[src/hdl/all_pairs_circle_overlap_resolve_assert.svh]
// Assertion macros for the circle overlap resolver
`ifndef ALL_PAIRS_CIRCLE_OVERLAP_RESOLVE_ASSERT_SVH
`define ALL_PAIRS_CIRCLE_OVERLAP_RESOLVE_ASSERT_SVH

// Implication checked on every rising clock edge outside reset
`define APCOR_ASSERT_IMP(label, ante, cons, msg) \
  label: assert property (@(posedge clk_i) disable iff (!rst_ni) (ante) |-> (cons)) \
    else $error(msg);

// Implication checked in the cycle after the antecedent
`define APCOR_ASSERT_NXT(label, ante, cons, msg) \
  label: assert property (@(posedge clk_i) disable iff (!rst_ni) (ante) |=> (cons)) \
    else $error(msg);

`endif

[src/hdl/apcor_pkg.sv]
`timescale 1ns / 1ps
package apcor_pkg;

  localparam int unsigned MaxCircles = 64;
  localparam int unsigned IdxW       = $clog2(MaxCircles);
  localparam int unsigned CntW       = IdxW + 1;
  localparam int unsigned PosW       = 24;
  localparam int unsigned RadW       = 16;
  localparam int unsigned OutIdxW    = 6;
  // Square of a 25-bit difference summed twice fits in 50 bits
  localparam int unsigned SqW        = 50;
  localparam int unsigned RootW      = 25;
  // Numerator |d| * delta: 25 + 17 bits
  localparam int unsigned NumW       = 42;
  localparam int unsigned DenW       = 27;

  localparam logic signed [PosW-1:0] PosMax = {1'b0, {(PosW-1){1'b1}}};
  localparam logic signed [PosW-1:0] PosMin = {1'b1, {(PosW-1){1'b0}}};

  typedef struct packed {
    logic signed [PosW-1:0] pos_x;
    logic signed [PosW-1:0] pos_y;
    logic [RadW-1:0]        radius;
    logic                   last_particle;
  } in_beat_t;

  typedef struct packed {
    logic signed [PosW-1:0] out_x;
    logic signed [PosW-1:0] out_y;
    logic [OutIdxW-1:0]     out_index;
    logic                   out_last;
  } out_beat_t;

  // Control between sequencer and the shared bit-serial unit
  typedef struct packed {
    logic start_sqrt;
    logic start_div;
  } unit_cmd_t;

  typedef struct packed {
    logic busy;
    logic done;
  } unit_sts_t;

endpackage

[src/hdl/apcor_serial_unit.sv]
`timescale 1ns / 1ps
// Shared bit-serial unit: restoring square root (one result bit a cycle)
// and restoring division (one quotient bit a cycle).
module apcor_serial_unit (
  input  logic                                clk_i,
  input  logic                                rst_ni,
  input  apcor_pkg::unit_cmd_t                cmd_i,
  input  logic [apcor_pkg::SqW-1:0]           rad_i,
  input  logic [apcor_pkg::NumW-1:0]          num_i,
  input  logic [apcor_pkg::DenW-1:0]          den_i,
  output apcor_pkg::unit_sts_t                sts_o,
  output logic [apcor_pkg::RootW-1:0]         root_o,
  output logic [apcor_pkg::NumW-1:0]          quot_o
);

  localparam int unsigned StepW = $clog2(apcor_pkg::NumW + 1);

  logic                             mode_q, mode_d;
  logic                             busy_q, busy_d;
  logic                             done_q, done_d;
  logic [StepW-1:0]                 step_q, step_d;
  logic [apcor_pkg::SqW-1:0]        shv_q, shv_d;
  logic [apcor_pkg::RootW+1:0]      rem_q, rem_d;
  logic [apcor_pkg::RootW-1:0]      root_q, root_d;
  logic [apcor_pkg::NumW-1:0]       quo_q, quo_d;
  logic [apcor_pkg::DenW:0]         drem_q, drem_d;
  logic [apcor_pkg::DenW-1:0]       den_q, den_d;

  logic [apcor_pkg::RootW+1:0]      trial;
  logic [apcor_pkg::RootW+1:0]      test_s;
  logic [apcor_pkg::DenW:0]         dshift;

  always_comb begin
    mode_d = mode_q;
    busy_d = busy_q;
    done_d = 1'b0;
    step_d = step_q;
    shv_d  = shv_q;
    rem_d  = rem_q;
    root_d = root_q;
    quo_d  = quo_q;
    drem_d = drem_q;
    den_d  = den_q;
    trial  = '0;
    test_s = '0;
    dshift = '0;
    if (cmd_i.start_sqrt) begin
      mode_d = 1'b0;
      busy_d = 1'b1;
      step_d = StepW'(apcor_pkg::RootW);
      shv_d  = rad_i;
      rem_d  = '0;
      root_d = '0;
    end else if (cmd_i.start_div) begin
      mode_d = 1'b1;
      busy_d = 1'b1;
      step_d = StepW'(apcor_pkg::NumW);
      quo_d  = num_i;
      drem_d = '0;
      den_d  = den_i;
    end else if (busy_q) begin
      if (!mode_q) begin
        // Bring down two radicand bits, try root*4+1
        trial  = {rem_q[apcor_pkg::RootW-1:0], shv_q[apcor_pkg::SqW-1 -: 2]};
        test_s = {root_q, 2'b01};
        shv_d  = {shv_q[apcor_pkg::SqW-3:0], 2'b00};
        if (trial >= test_s) begin
          rem_d  = trial - test_s;
          root_d = {root_q[apcor_pkg::RootW-2:0], 1'b1};
        end else begin
          rem_d  = trial;
          root_d = {root_q[apcor_pkg::RootW-2:0], 1'b0};
        end
      end else begin
        dshift = {drem_q[apcor_pkg::DenW-1:0], quo_q[apcor_pkg::NumW-1]};
        if (dshift >= {1'b0, den_q}) begin
          drem_d = dshift - {1'b0, den_q};
          quo_d  = {quo_q[apcor_pkg::NumW-2:0], 1'b1};
        end else begin
          drem_d = dshift;
          quo_d  = {quo_q[apcor_pkg::NumW-2:0], 1'b0};
        end
      end
      step_d = step_q - 1'b1;
      if (step_q == StepW'(1)) begin
        busy_d = 1'b0;
        done_d = 1'b1;
      end
    end
  end

  always_ff @(posedge clk_i or negedge rst_ni) begin
    if (!rst_ni) begin
      busy_q <= 1'b0;
      done_q <= 1'b0;
      step_q <= '0;
      mode_q <= 1'b0;
    end else begin
      busy_q <= busy_d;
      done_q <= done_d;
      step_q <= step_d;
      mode_q <= mode_d;
    end
  end

  always_ff @(posedge clk_i) begin
    shv_q  <= shv_d;
    rem_q  <= rem_d;
    root_q <= root_d;
    quo_q  <= quo_d;
    drem_q <= drem_d;
    den_q  <= den_d;
  end

  assign sts_o.busy = busy_q;
  assign sts_o.done = done_q;
  assign root_o     = root_q;
  assign quot_o     = quo_q;

endmodule

[config.mk]
export PLATFORM = sky130hd
export DESIGN_NAME = apcor_serial_unit
export DESIGN_NICKNAME = d
export VERILOG_FILES = /design/src/hdl/all_pairs_circle_overlap_resolve_assert.svh /design/src/hdl/apcor_pkg.sv /design/src/hdl/apcor_serial_unit.sv
export SDC_FILE = /design/constraint.sdc
export NUM_CORES = 1
export LEC_CHECK = 0
export BUFFER_PORTS_ARGS = -buffer_cell sky130_fd_sc_hd__buf_2
export CAP_MARGIN = 0
export CORE_ASPECT_RATIO = 1.5
export CORE_MARGIN = 2
export CORE_UTILIZATION = 50
export CTS_CLUSTER_DIAMETER = 200
export DETAILED_ROUTE_END_ITERATION = 8
export PLACE_DENSITY = 0.82
export SLEW_MARGIN = 25
export SYNTH_ARGS = -nofsm -noshare
export SYNTH_HDL_FRONTEND = slang
export SYNTH_SLANG_ARGS = --single-unit
[constraint.sdc]
create_clock -name clk_i -period 12.6 [get_ports clk_i]
set_input_delay 2.52 -clock clk_i [delete_from_list [all_inputs] [get_ports clk_i]]
set_output_delay 2.52 -clock clk_i [all_outputs]
set_load 0.02 [all_outputs]
== Word level (Yosys, flattened, before mapping) ==
Cells that the tools add are included.

* Register bits after elaboration: 205
* Bits in latches: 0
* RAM bits: 0
* Bits in read-only memories: 0
* Bits of input ports: 123
* Output and inout port bits: 69
* Logic and storage cells: 56
* Memories kept: 0

* $add $sub $neg: 3
* $mul: 0
* Divide/modulo/power cells: 0
* Magnitude comparators: 2
* Equality and inequality tests: 3
* Shift operators: 0
* Muxes and demuxes: 26
* Bitwise gates (word level): 3
* Reductions and logical operators: 9

{| class="wikitable"
|+ Operator list
! cell !! number
|-
| $mux 50 || 4
|-
| $mux 42 || 3
|-
| $mux 27 || 3
|-
| $ge 28x27->1 || 1
|-
| $ge 27x27->1 || 1
|-
| $sub 27x27->27 || 1
|-
| $mux 25 || 1
|-
| $sub 25x25->25 || 1
|-
| $mux 6 || 3
|-
| $mux 1 || 12
|-
| $reduce_and 3->1 || 3
|-
| $reduce_bool 2->1 || 4
|-
| $eq 6x1->1 const B || 1
|-
| $sub 6x1->6 const B || 1
|-
| $not 1->1 || 3
|-
| $reduce_bool 3->1 || 1
|-
| $ne 2x1->1 const B || 1
|-
| $ne 2x2->1 const B || 1
|-
| $reduce_and 2->1 || 1
|}

== Logic depth before layout (Yosys ltp) ==
* Depth after elaboration: 5
* Gate-level depth with buffers: 14

== Least setup slack after synthesis ==
No wires, ideal clock.

* Path type: input -> register
* Start: in cmd_i[0] in the netlist's numbering
* End: reg drem_q[0] in the netlist's numbering (enable)
* Library setup time: 496 ps
* Arrival: 6,086 ps
* Required time: 12,104 ps
* Slack: 6,017 ps
* Stages on the path: 4
* Path buffers: 2
* Cells stage by stage: clkbuf_1 -> buf_1 -> a21oi_1 -> nor2_1

* Word-level cells in the longest chain between the ends: 2
* Elaborated cells between the ends (all ways): 3
* Classes of those cells: 3 x reduce/logical

{| class="wikitable"
|+ Ends and longest elaborated chain
! element !! RTL line !! RTL
|-
| start: declaration || apcor_serial_unit.sv:7 || <nowiki>input apcor_pkg::unit_cmd_t cmd_i,</nowiki>
|-
| $reduce_bool 2->1 (no line) || n/a ||
|-
| $reduce_and 3->1 (no line) * || n/a ||
|-
| end signal: assignment || apcor_serial_unit.sv:111 || <nowiki>drem_q <= drem_d;</nowiki>
|-
| end: declaration || apcor_serial_unit.sv:26 || <nowiki>logic [apcor_pkg::DenW:0] drem_q, drem_d;</nowiki>
|}

Mark *: on every way between the ends. The rest lies on a longest branch, timed or not.
A chain may end at the register's enable or synchronous reset.

== Worst setup path in the final report ==
* Start: in cmd_i[0] in the netlist's numbering
* End: reg den_q[17] in the netlist's numbering (enable)

* Word-level cells in the longest chain between the ends: 1

{| class="wikitable"
|+ Ends and longest elaborated chain
! element !! RTL line !! RTL
|-
| $reduce_and 2->1 (no line) || n/a ||
|-
| end signal: assignment || apcor_serial_unit.sv:112 || <nowiki>den_q <= den_d;</nowiki>
|-
| end: declaration || apcor_serial_unit.sv:27 || <nowiki>logic [apcor_pkg::DenW-1:0] den_q, den_d;</nowiki>
|}

Every way passes these cells.

==> reports/metrics.yaml <==
global_route:
  grt.total_usage_pct: 21.4
  gr-total-overflow: 0
  grt_max_degree: 70
  grt_pass1_vias: 8546
  antenna_found_initial: 0
  grt_pass1_wl_mm: 41.0
synth:
  synth-seq-area-share_pct: 51.2
  syn_nets: 1149
  syn_area_mm2: 0.0110
  synth_area_per_cell_um2: 11.3
  asyncSetResetFlopFracSynth_pct: 4.39
  synth-edff-count: 146
  synthCells: 969
  ys_ff_latch: 205
  synth.distinct_cells: 76
  synth_top_area_share_pct: 40.0
  yosysMostFrequentCell: "edfxtp_1"
  ys_top_cells_by_count: "146 x edfxtp_1, 90 x mux2_2, 69 x nand2_1"
  yosysTopAreaCell: "edfxtp_1"
  yosys_warnings: 0
  yosys_most_used_dff: "edfxtp_1"
  synthTopCellsByArea: "edfxtp_1 40%, mux2_2 9.3%, dfxtp_1 9.1%"
cells_and_area:
  drive_gt1_share_pct: 30.2
  area_delta_synth_final_pct: 16.6
  final_util_pct: 59.0
  diodes: 0
  layout.nets: 1330
sta:
  rsz0062_at_grt: "false"
  worst_pin_slew_ns: 0.997
  drv_slew: 0
  holdWs_ns: 0.468
  final-hold-violation-count: 0
  fin_ws_ns: 8.26
  period_minus_slack_ns: 4.34
  fin_crit_sh_pct: 34.4
  finalSetupViolCount: 0
  fmax_mhz: 230
  skew_ns: 0.0249
  relSlewSlack_pct: 33.4
  setup-tns-final_ns: 0
die:
  rows: 66
  core_mm2: 0.0216
  die_x_um: 125
  dieArea_mm2: 0.0231
  fp.dieH_um: 185
  io_pins: 192
  initial_core_util_pct: 50.6
clock_tree:
  cts_tree: "done"
  ctsResizeCount: 0
  root_buffer: "clkbuf_16"
  cts_htree_levels: 1
  path_clk_slew_ns: 0.06
  post_cts.repair.setup_buffers: 0
  clock_sinks: 205
  numCtsBuffers: 21
  cts.hold.buffers_added: 0
  insertion_delay_ns: 0.51
  clockBufferDepth: 3
power_and_ir_drop:
  ir_drop_mv: 0.116
  leakage_nw: 5.25
  p_total_w: 0.00235
  power_density_mw_per_mm2: 184
route:
  antenna_left: 0
  wl_per_cell_um: 17.6
  drc: 0
  routed_wl_mm: 25.2
  drt-initial-drc-count: 465
  dr.pass1.iters: 5
  routed-via-count: 8202
  viasPerCell: 5.71
worst_setup_path:
  cp.arrival_ns: 4.49
  setup.worst_path.end_class: "flip-flop"
  crit_fanout: 63
  start_kind: "input port"
  worstPathRequired_ns: 12.76
  crit_type: "input port to flip-flop"
  ff2ff_setup_slack_ns: 8.90
placed_design:
  globalplace.congestion: 0.897
  io_buffers: 191
  dp_hpwl_mm: 17.8
  dp_worst_setup_slack_ns: 7.76
flow_run:
  cap_viol_max_count: 0
min_path:
  hold_class: "flip-flop to flip-flop"
status:
  status: "finished, final reports clean"
## stage by stage
step	instances	instance area, µm²
floorplan	969	11000
detailed placement	1399	12100
global placement	1399	12100
CTS	1436	12800
finish	1436	12800
global route	1436	12800
## layer usage
metal / track usage [%] / wire (µm)
met3: 4.62 / 1440
met2: 40.4 / 13100
met1: 24.0 / 10100
met4: 6.80 / 598
met5: 0 / 0
## where the power goes
part | switching (W) | internal (W)
clock network | 0.000263 | 0.000347
registers | 0.0000376 | 0.000802
logic | 0.000509 | 0.000395
## layout make-up
| cell class | count | area, µm² |
|---|---|---|
| fill | 1800 | 8870 |
| sequential | 205 | 5610 |
| multi-input combinational | 658 | 4890 |
| timing repair buffer | 199 | 1020 |
| clock buffer | 23 | 533 |
| tap | 272 | 340 |
| inverter | 65 | 244 |
| clock inverter | 14 | 129 |
## placed cells by master, fill, tap and decap left out, types with 4 or more instances in the layout
cell       count
a211oi_1       6
a211oi_2       4
a21o_1        20
a21oi_1       67
a31oi_1        5
a32oi_1        4
and2_1         9
buf_2        191
buf_4          8
clkbuf_16     21
clkinv_2       4
dfrtp_1        9
dfxtp_1       50
edfxtp_1     146
ha_1          56
inv_1         63
mux2_2        90
mux2i_1       10
nand2_1       69
nand2b_1      12
nand3_1       16
nand3b_1       4
nand4_1        6
nor2_1        44
nor2b_1        5
nor3_1        13
o21a_1        15
o21ai_0       49
o21ai_1       19
o21bai_1       4
o22ai_1       25
o31ai_1        5
xnor2_1       25
xor2_1        16
## flip-flops by register name, indices dropped and copies added, names as in the netlist
signal and flops:
shv_q 50, quot_o 42, den_q 27, drem_q 27, rem_q 25, root_o 25
step_q 6, busy_q 1, done_q 1, mode_q 1
## kinds of logic (layout without fill, tap and decap cells)
kind of cell	Yosys count	in the layout	synth area share, %
AO/OA/AOI/OAI	262	262	15.8
multiplexers	100	100	10.2
AND/OR/NAND/NOR	198	198	8.69
flip-flops	205	205	51.2
adder cells (fa/ha/maj)	57	57	6.58
buffers and inverters	106	301	4.28
XOR/XNOR	41	41	3.28
## worst paths after layout
path | from | to | cells after the start
setup / recovery | cmd_i[0] | den_q[17] | 5
hold / removal | rem_q[23] | rem_q[23] | 2
setup reg to reg | quot_o[41] | drem_q[0] | 12
hold reg to reg | rem_q[23] | rem_q[23] | 2
max in group asynchronous | rst_ni | step_q[4] | 1
min in group asynchronous | rst_ni | step_q[3] | 1
## worst max-delay path: stages
cell and delay [ns]:
buf_2 0.23, buf_4 0.68, clkinv_1 0.46, nor2_2 0.18
buf_4 0.35
Note: power is estimated with default switching activity, not from simulation.
